**src/rtl/xsp_pkg.sv**
```systemverilog
// Shared constants and types for the xoshiro256++ generator with splitmix seeding.
`default_nettype none
package xsp_pkg;

  localparam int unsigned WORD_W = 64;
  localparam int unsigned BOUND_W = 31;
  localparam int unsigned CNT_W = 6;

  localparam logic [WORD_W-1:0] GOLDEN = 64'h9e3779b97f4a7c15;
  localparam logic [WORD_W-1:0] MIX_A = 64'hbf58476d1ce4e5b9;
  localparam logic [WORD_W-1:0] MIX_B = 64'h94d049bb133111eb;

  localparam int unsigned SH_MIX0 = 30;
  localparam int unsigned SH_MIX1 = 27;
  localparam int unsigned SH_MIX2 = 31;
  localparam int unsigned SH_T = 17;
  localparam int unsigned ROT_OUT = 23;
  localparam int unsigned ROT_S3 = 45;

  localparam logic [1:0] MODE_RESEED = 2'd0;
  localparam logic [1:0] MODE_RAW = 2'd1;
  localparam logic [1:0] MODE_BOUNDED = 2'd2;

  typedef enum logic [3:0] {
    ST_IDLE,
    ST_SUM,
    ST_STEP,
    ST_MOD_WAIT,
    ST_MIX_ADD,
    ST_MUL_A,
    ST_MUL_B,
    ST_FIN
  } state_t;

  function automatic logic [WORD_W-1:0] rotl(input logic [WORD_W-1:0] x,
                                             input int unsigned n);
    rotl = (x << n) | (x >> (WORD_W - n));
  endfunction

endpackage
`default_nettype wire

```
**src/rtl/xsp_cmul.sv**
```systemverilog
// Bit-serial multiplier: 64-bit operand times a 64-bit multiplier input, low 64 bits.
`default_nettype none
module xsp_cmul (
  input  wire logic                        clk,
  input  wire logic                        rst_n,
  input  wire logic                        start,
  input  wire logic [xsp_pkg::WORD_W-1:0]  mcand,
  input  wire logic [xsp_pkg::WORD_W-1:0]  mult,
  output logic                             done,
  output logic [xsp_pkg::WORD_W-1:0]       prod
);

  logic [xsp_pkg::WORD_W-1:0] mcand_r, mcand_nxt;
  logic [xsp_pkg::WORD_W-1:0] k_r, k_nxt;
  logic [xsp_pkg::WORD_W-1:0] acc_r, acc_nxt;
  logic [xsp_pkg::CNT_W-1:0]  cnt_r, cnt_nxt;
  logic                       run_r, run_nxt;
  logic                       done_r, done_nxt;

  always_comb begin
    mcand_nxt = mcand_r;
    k_nxt = k_r;
    acc_nxt = acc_r;
    cnt_nxt = cnt_r;
    run_nxt = run_r;
    done_nxt = 1'b0;
    if (start) begin
      mcand_nxt = mcand;
      k_nxt = mult;
      acc_nxt = '0;
      cnt_nxt = '0;
      run_nxt = 1'b1;
    end else if (run_r) begin
      if (k_r[0]) begin
        acc_nxt = acc_r + mcand_r;
      end
      mcand_nxt = mcand_r << 1;
      k_nxt = k_r >> 1;
      cnt_nxt = cnt_r + 1'b1;
      if (cnt_r == '1) begin
        run_nxt = 1'b0;
        done_nxt = 1'b1;
      end
    end
  end

  always_ff @(posedge clk) begin
    mcand_r <= mcand_nxt;
    k_r <= k_nxt;
    acc_r <= acc_nxt;
    cnt_r <= cnt_nxt;
    if (!rst_n) begin
      run_r <= 1'b0;
      done_r <= 1'b0;
    end else begin
      run_r <= run_nxt;
      done_r <= done_nxt;
    end
  end

  assign done = done_r;
  assign prod = acc_r;

endmodule
`default_nettype wire

```
**src/rtl/xsp_mod.sv**
```systemverilog
// Bit-serial restoring remainder of a 64-bit value by a 31-bit bound.
`default_nettype none
module xsp_mod (
  input  wire logic                        clk,
  input  wire logic                        rst_n,
  input  wire logic                        start,
  input  wire logic [xsp_pkg::WORD_W-1:0]  dividend,
  input  wire logic [xsp_pkg::BOUND_W-1:0] bound,
  output logic                             done,
  output logic [xsp_pkg::BOUND_W-1:0]      rem
);

  logic [xsp_pkg::WORD_W-1:0]  q_r, q_nxt;
  logic [xsp_pkg::BOUND_W-1:0] bound_r, bound_nxt;
  logic [xsp_pkg::BOUND_W-1:0] rem_r, rem_nxt;
  logic [xsp_pkg::CNT_W-1:0]   cnt_r, cnt_nxt;
  logic                        run_r, run_nxt;
  logic                        done_r, done_nxt;
  logic [xsp_pkg::BOUND_W:0]   trial;
  logic [xsp_pkg::BOUND_W:0]   diff;

  always_comb begin
    q_nxt = q_r;
    bound_nxt = bound_r;
    rem_nxt = rem_r;
    cnt_nxt = cnt_r;
    run_nxt = run_r;
    done_nxt = 1'b0;
    trial = {rem_r, q_r[xsp_pkg::WORD_W-1]};
    diff = trial - {1'b0, bound_r};
    if (start) begin
      q_nxt = dividend;
      bound_nxt = bound;
      rem_nxt = '0;
      cnt_nxt = '0;
      run_nxt = 1'b1;
    end else if (run_r) begin
      if (trial >= {1'b0, bound_r}) begin
        rem_nxt = diff[xsp_pkg::BOUND_W-1:0];
      end else begin
        rem_nxt = trial[xsp_pkg::BOUND_W-1:0];
      end
      q_nxt = q_r << 1;
      cnt_nxt = cnt_r + 1'b1;
      if (cnt_r == '1) begin
        run_nxt = 1'b0;
        done_nxt = 1'b1;
      end
    end
  end

  always_ff @(posedge clk) begin
    q_r <= q_nxt;
    bound_r <= bound_nxt;
    rem_r <= rem_nxt;
    cnt_r <= cnt_nxt;
    if (!rst_n) begin
      run_r <= 1'b0;
      done_r <= 1'b0;
    end else begin
      run_r <= run_nxt;
      done_r <= done_nxt;
    end
  end

  assign done = done_r;
  assign rem = rem_r;

endmodule
`default_nettype wire

```
**src/rtl/xoshiro256pp_prng_with_splitmix_seed.sv**
```systemverilog
// Raw draws pass through ST_SUM, ST_STEP and ST_FIN; bounded draws add the
// bit-serial remainder; reseed runs eight bit-serial multiplies; a bad bound or an
// unused mode goes straight to ST_FIN. One item at a time: in_ready returns with
// out_valid once the result is registered, which waits in ST_FIN while an earlier result is not yet accepted.
// Reset (synchronous, rst_n low) clears seed and runs the seed-zero expansion;
// in_ready first rises once that expansion has finished.
`default_nettype none
module xoshiro256pp_prng_with_splitmix_seed (
  input  wire logic                        clk,
  input  wire logic                        rst_n,
  input  wire logic                        in_valid,
  output logic                             in_ready,
  input  wire logic [1:0]                  in_mode,
  input  wire logic [xsp_pkg::BOUND_W-1:0] in_bound,
  output logic                             out_valid,
  input  wire logic                        out_ready,
  output logic [xsp_pkg::WORD_W-1:0]       out_value,
  output logic                             out_bad_bound,
  input  wire logic                        cfg_we,
  input  wire logic [xsp_pkg::WORD_W-1:0]  cfg_wdata
);

  localparam int unsigned W = xsp_pkg::WORD_W;

  xsp_pkg::state_t state_r, state_nxt;

  logic [W-1:0] s_r [0:3];
  logic [W-1:0] s_nxt [0:3];
  logic [W-1:0] seed_r, seed_nxt;
  logic [W-1:0] w_r, w_nxt;
  logic [W-1:0] sum_r, sum_nxt;
  logic [W-1:0] res_r, res_nxt;
  logic         bad_r, bad_nxt;
  logic         is_mod_r, is_mod_nxt;
  logic         emit_r, emit_nxt;
  logic [1:0]   idx_r, idx_nxt;
  logic         out_valid_r, out_valid_nxt;
  logic [W-1:0] out_value_r, out_value_nxt;
  logic         out_bad_r, out_bad_nxt;

  logic                        mul_start;
  logic [W-1:0]                mul_mcand;
  logic [W-1:0]                mul_mult;
  logic                        mul_done;
  logic [W-1:0]                mul_prod;
  logic                        mod_start;
  logic                        mod_done;
  logic [xsp_pkg::BOUND_W-1:0] mod_rem;
  logic [W-1:0]                step_res;
  logic [W-1:0]                t_add;
  logic [W-1:0]                z_fin;
  logic [W-1:0]                n0, n1, n2, n3, tsh;

  xsp_cmul u_cmul (
    .clk   (clk),
    .rst_n (rst_n),
    .start (mul_start),
    .mcand (mul_mcand),
    .mult  (mul_mult),
    .done  (mul_done),
    .prod  (mul_prod)
  );

  xsp_mod u_mod (
    .clk      (clk),
    .rst_n    (rst_n),
    .start    (mod_start),
    .dividend (step_res),
    .bound    (res_r[xsp_pkg::BOUND_W-1:0]),
    .done     (mod_done),
    .rem      (mod_rem)
  );

  always_comb begin
    step_res = xsp_pkg::rotl(sum_r, xsp_pkg::ROT_OUT) + s_r[0];
    tsh = s_r[1] << xsp_pkg::SH_T;
    n2 = s_r[2] ^ s_r[0];
    n3 = s_r[3] ^ s_r[1];
    n1 = s_r[1] ^ n2;
    n0 = s_r[0] ^ n3;
    t_add = w_r + xsp_pkg::GOLDEN;
    z_fin = mul_prod ^ (mul_prod >> xsp_pkg::SH_MIX2);
  end

  always_comb begin
    state_nxt = state_r;
    for (int i = 0; i < 4; i++) begin
      s_nxt[i] = s_r[i];
    end
    seed_nxt = cfg_we ? cfg_wdata : seed_r;
    w_nxt = w_r;
    sum_nxt = sum_r;
    res_nxt = res_r;
    bad_nxt = bad_r;
    is_mod_nxt = is_mod_r;
    emit_nxt = emit_r;
    idx_nxt = idx_r;
    out_valid_nxt = out_valid_r & ~out_ready;
    out_value_nxt = out_value_r;
    out_bad_nxt = out_bad_r;
    in_ready = 1'b0;
    mul_start = 1'b0;
    mul_mcand = '0;
    mul_mult = xsp_pkg::MIX_A;
    mod_start = 1'b0;

    case (state_r)
      xsp_pkg::ST_IDLE: begin
        in_ready = 1'b1;
        if (in_valid) begin
          res_nxt = '0;
          bad_nxt = 1'b0;
          emit_nxt = 1'b1;
          case (in_mode)
            xsp_pkg::MODE_RESEED: begin
              w_nxt = seed_r;
              idx_nxt = '0;
              state_nxt = xsp_pkg::ST_MIX_ADD;
            end
            xsp_pkg::MODE_RAW: begin
              is_mod_nxt = 1'b0;
              state_nxt = xsp_pkg::ST_SUM;
            end
            xsp_pkg::MODE_BOUNDED: begin
              if (in_bound == '0) begin
                bad_nxt = 1'b1;
                state_nxt = xsp_pkg::ST_FIN;
              end else begin
                res_nxt = {{(W - xsp_pkg::BOUND_W){1'b0}}, in_bound};
                is_mod_nxt = 1'b1;
                state_nxt = xsp_pkg::ST_SUM;
              end
            end
            default: begin
              state_nxt = xsp_pkg::ST_FIN;
            end
          endcase
        end
      end
      xsp_pkg::ST_SUM: begin
        sum_nxt = s_r[0] + s_r[3];
        state_nxt = xsp_pkg::ST_STEP;
      end
      xsp_pkg::ST_STEP: begin
        s_nxt[0] = n0;
        s_nxt[1] = n1;
        s_nxt[2] = n2 ^ tsh;
        s_nxt[3] = xsp_pkg::rotl(n3, xsp_pkg::ROT_S3);
        if (is_mod_r) begin
          mod_start = 1'b1;
          state_nxt = xsp_pkg::ST_MOD_WAIT;
        end else begin
          res_nxt = step_res;
          state_nxt = xsp_pkg::ST_FIN;
        end
      end
      xsp_pkg::ST_MOD_WAIT: begin
        if (mod_done) begin
          res_nxt = {{(W - xsp_pkg::BOUND_W){1'b0}}, mod_rem} + {{(W - 1){1'b0}}, 1'b1};
          state_nxt = xsp_pkg::ST_FIN;
        end
      end
      xsp_pkg::ST_MIX_ADD: begin
        mul_start = 1'b1;
        mul_mcand = t_add ^ (t_add >> xsp_pkg::SH_MIX0);
        mul_mult = xsp_pkg::MIX_A;
        state_nxt = xsp_pkg::ST_MUL_A;
      end
      xsp_pkg::ST_MUL_A: begin
        if (mul_done) begin
          mul_start = 1'b1;
          mul_mcand = mul_prod ^ (mul_prod >> xsp_pkg::SH_MIX1);
          mul_mult = xsp_pkg::MIX_B;
          state_nxt = xsp_pkg::ST_MUL_B;
        end
      end
      xsp_pkg::ST_MUL_B: begin
        if (mul_done) begin
          s_nxt[idx_r] = z_fin;
          w_nxt = z_fin;
          idx_nxt = idx_r + 1'b1;
          if (idx_r == 2'd3) begin
            state_nxt = emit_r ? xsp_pkg::ST_FIN : xsp_pkg::ST_IDLE;
          end else begin
            state_nxt = xsp_pkg::ST_MIX_ADD;
          end
        end
      end
      xsp_pkg::ST_FIN: begin
        if (!out_valid_r || out_ready) begin
          out_valid_nxt = 1'b1;
          out_value_nxt = res_r;
          out_bad_nxt = bad_r;
          state_nxt = xsp_pkg::ST_IDLE;
        end
      end
      default: begin
        state_nxt = xsp_pkg::ST_IDLE;
      end
    endcase
  end

  always_ff @(posedge clk) begin
    for (int i = 0; i < 4; i++) begin
      s_r[i] <= s_nxt[i];
    end
    sum_r <= sum_nxt;
    res_r <= res_nxt;
    bad_r <= bad_nxt;
    is_mod_r <= is_mod_nxt;
    out_value_r <= out_value_nxt;
    out_bad_r <= out_bad_nxt;
    if (!rst_n) begin
      state_r <= xsp_pkg::ST_MIX_ADD;
      seed_r <= '0;
      w_r <= '0;
      idx_r <= '0;
      emit_r <= 1'b0;
      out_valid_r <= 1'b0;
    end else begin
      state_r <= state_nxt;
      seed_r <= seed_nxt;
      w_r <= w_nxt;
      idx_r <= idx_nxt;
      emit_r <= emit_nxt;
      out_valid_r <= out_valid_nxt;
    end
  end

  assign out_valid = out_valid_r;
  assign out_value = out_value_r;
  assign out_bad_bound = out_bad_r;

endmodule
`default_nettype wire

```
**config.mk**
```make
export PLATFORM = sky130hd
export DESIGN_NAME = xoshiro256pp_prng_with_splitmix_seed
export DESIGN_NICKNAME = d
export VERILOG_FILES = /design/src/rtl/xsp_pkg.sv /design/src/rtl/xsp_cmul.sv /design/src/rtl/xsp_mod.sv /design/src/rtl/xoshiro256pp_prng_with_splitmix_seed.sv
export SDC_FILE = /design/constraint.sdc
export NUM_CORES = 2
export LEC_CHECK = 0
export BUFFER_PORTS_ARGS = -buffer_cell sky130_fd_sc_hd__buf_2
export CAP_MARGIN = 40
export CORE_ASPECT_RATIO = 1.2
export CORE_MARGIN = 10
export CORE_UTILIZATION = 45
export DETAILED_ROUTE_END_ITERATION = 8
export PLACE_DENSITY = 0.68
export SLEW_MARGIN = 25
export SYNTH_ARGS = -nofsm -noshare
export SYNTH_HDL_FRONTEND = slang
export SYNTH_SLANG_ARGS = --single-unit
```
**constraint.sdc**
```tcl
create_clock -name clk -period 8.75 [get_ports clk]
set_input_delay 1.3125 -clock clk [delete_from_list [all_inputs] [get_ports clk]]
set_output_delay 1.3125 -clock clk [all_outputs]
set_load 0.02 [all_outputs]
```
==> flow_summary.json <==
{
  "hold_viol": 0,
  "start_util_pct": 45.4,
  "hpwl_mm": 131,
  "fp.dieH_um": 399,
  "routabilityCongestion": 1.03,
  "fillers": 10900,
  "die_x_um": 336,
  "drive_above_1_share_pct": 8.61,
  "timing.hold.ws_ps": 417,
  "finClkSkew_ps": 37.9,
  "worstMarginPinSlew_ps": 932,
  "gr-total-overflow": 0,
  "yosysTopAreaCell": "edfxtp_1",
  "dieArea_um2": 134000,
  "synth_top_cells_by_area": "edfxtp_1 (38%), dfxtp_1 (9.2%), xnor2_1 (6.4%), ha_1 (5.3%), xor2_1 (5.1%)",
  "yosysTopAreaCellShare_pct": 37.6,
  "crit_path_end": "sum_r[58]",
  "port_buffers": 168,
  "ant_nets": 0,
  "cap_violations": 0,
  "cpPeakStageDelay_ps": 670,
  "worstSetupEndpointType": "register",
  "grt_pass1_wl_mm": 261,
  "ff_latch_area_um2": 25200,
  "first_iter_violations": 4386,
  "worstPathRequired_ps": 9130,
  "cp_slowest_cell": "xor2_1",
  "wirelength_mm": 176,
  "multiInputGateArea_um2": 27100,
  "ctsHoldBuffers": 0,
  "via_per_inst": 6.01,
  "worst_r2r_endpoint": "sum_r[58]",
  "r2r-start": "s_r[0][23]",
  "status": "completed",
  "cts.clk_slew.worst_paths_ps": 60,
  "numClockSinks": 920,
  "fin_ws_ps": 4280,
  "pre_cts_ws_ps": 4260,
  "maxSlewViolCount": 0,
  "r2r_slack_ps": 4280,
  "ys_ff_latch": 920,
  "path_cells": "ha_1 > a21o_1 > a2111oi_2 > o211ai_1 > a221oi_1 > nor3_1 > a31oi_1 > o21ai_0 > o21bai_1 > o31ai_1 > xor2_1",
  "post_cts_buffers": 0,
  "worst-path-max-fanout": 5,
  "antenna_found_initial": 1,
  "final-setup-viol-count": 0,
  "synth_ff_type": "edfxtp_1",
  "synth-edff-count": 674,
  "grt_setup_unrepaired": "false",
  "drcViolationCount": 0,
  "r2r_cells": 11,
  "synth_cells": 5499,
  "grt_max_degree": 89,
  "netlist_area_um2": 53800,
  "fmax_mhz": 224,
  "async_flop_share_pct": 0,
  "insertion_delay_ps": 700,
  "post_drt_wl_per_cell_um": 24.7,
  "cts_root_buf": "clkbuf_16",
  "powerDensity_nw_per_um2": 272,
  "cts_htree_levels": 3,
  "rows": 138,
  "cts_buffer_depth": 3,
  "cts_tree": "yes",
  "drtPass1Iterations": 6,
  "core_um2": 118000,
  "io_pins": 169,
  "fin_util_pct": 50.4,
  "cts_made_buffers": 98,
  "p_leak_nw": 23.2,
  "ys_seq_area_share_pct": 46.8,
  "maxSlewHeadroom_pct": 37.1,
  "final_nets": 5843,
  "syn_avg_cell_area_um2": 9.79,
  "synth_cell_type_count": 99,
  "ctsResizeCount": 0,
  "irDropWorstVdd_mv": 0.158,
  "hold_path_class": "register to register",
  "arrival_ps": 4840,
  "critical_path_class": "register to register",
  "period_needed_ps": 4470,
  "diodes": 0,
  "fin_crit_sh_pct": 51.1,
  "grt_pass1_vias": 41200,
  "area_growth_pct": 10.9,
  "setup_tns_ps": 0,
  "yosys_warnings": 0,
  "synthesis.nets": 5833,
  "vias": 42900,
  "crit_path_start_kind": "register",
  "grt_usage_pct": 25.4,
  "cp-startpoint": "s_r[0][23]"
}
## critical path: cells and delay by family, from the launching register on
kind	cells	cell delay [ps]
and+or+nand+nor	1	110
DFF	1	470
adders and majority gates	1	420
AOI/OAI and AO/OA	8	2470
xor gates and xnor gates	1	670
## worst min path at each step
| stage | from | end | slack, ps | depth (start not counted) |
|---|---|---|---|---|
| floorplan | bad_r | out_bad_bound | 400 | 0 |
| global placement | res_r[33] | out_value[33] | 400 | 0 |
| detailed placement | res_r[34] | out_value[34] | 400 | 0 |
| CTS | res_r[48] | out_value[48] | 420 | 0 |
| global route | res_r[43] | out_value[43] | 420 | 0 |
| finish | res_r[41] | out_value[41] | 420 | 0 |
## kinds of logic after synthesis
family | Yosys count | synth area share, %
buffers and inverters | 447 | 3.16
adder cells (fa/ha/maj) | 232 | 5.45
flip-flops | 920 | 46.8
XOR/XNOR | 708 | 11.6
AO/OA/AOI/OAI | 1476 | 17.5
AND/OR/NAND/NOR | 1642 | 14.2
multiplexers | 74 | 1.38
## metrics by stage
step	power (mW)	cell area (um2)	std cells
6_report	16.2	59700	7129
5_1_grt	17.0	59700	7129
4_1_cts	16.1	59500	7119
3_3_place_gp	11.7	55900	6919
2_1_floorplan	10.1	53800	5499
3_5_place_dp	11.8	56200	6939
## Yosys cell counts (31+ instances only)
master,number
nand3_1,226
ha_1,228
xnor2_1,393
nand4_1,56
clkbuf_1,305
xor2_1,312
dfxtp_1,246
edfxtp_1,674
o21ai_0,466
mux2i_1,74
inv_1,105
a211oi_1,31
nand2b_1,40
nor2b_1,101
o21bai_1,49
a31oi_1,37
nor2_1,283
and3_1,52
o211a_1,65
a22oi_1,69
a22o_1,49
nand2_1,699
nor3_1,46
a21oi_1,364
a21o_1,118
## area by class of cell
| type | instances | share of cell area, % |
|---|---|---|
| repair buffers | 251 | 3.00 |
| clock buffers | 126 | 4.46 |
| well taps | 1540 | 3.23 |
| inverters | 106 | 0.666 |
| multi-input cells | 4132 | 45.4 |
| clock inverters | 54 | 1.06 |
| flip-flops and latches | 920 | 42.1 |
## placed cells by master (no fill, tap or decap), types with 26 or more instances in the layout
cell / instances
and3_1: 51
xnor2_1: 393
nand2_1: 695
o21a_1: 26
edfxtp_1: 674
nor2b_1: 99
a22oi_1: 69
o21bai_1: 49
nor3_1: 46
a22o_1: 49
a21oi_1: 360
ha_1: 224
nand3_1: 225
o211a_1: 65
a31oi_1: 37
o21ai_0: 466
a211oi_1: 31
nand4_1: 56
mux2i_1: 74
buf_4: 62
clkbuf_16: 101
a21o_1: 118
dfxtp_1: 245
nor2_1: 280
inv_1: 104
xor2_1: 312
buf_2: 168
nand2b_1: 38
or3_1: 29
## layer usage
| layer | GRT usage [%] | vias to the layer above | wire, um |
|---|---|---|---|
| met5 | 0 | - | 0 |
| met4 | 17.0 | 0 | 13100 |
| met3 | 2.90 | 436 | 11300 |
| met2 | 41.7 | 1808 | 82200 |
| met1 | 31.5 | 20700 | 69700 |
| li1 | - | 19900 | - |
## registers in the layout (all words and copies together) (netlist names), 2 cells and up
name	count
sum_r	64
state_r	3
u_mod.rem	31
s_r	256
u_mod.q_r	64
u_cmul.cnt_r	6
u_mod.cnt_r	6
u_cmul.mcand_r	64
u_cmul.prod	64
u_mod.bound_r	31
seed_r	64
res_r	64
w_r	64
out_value	64
u_cmul.k_r	64
idx_r	2
## power by group
group	internal (mW)	switching, mW
Clock	2.51	1.82
Combinational	2.10	3.54
Sequential	5.54	0.709
(Power assumes the default switching activity.)
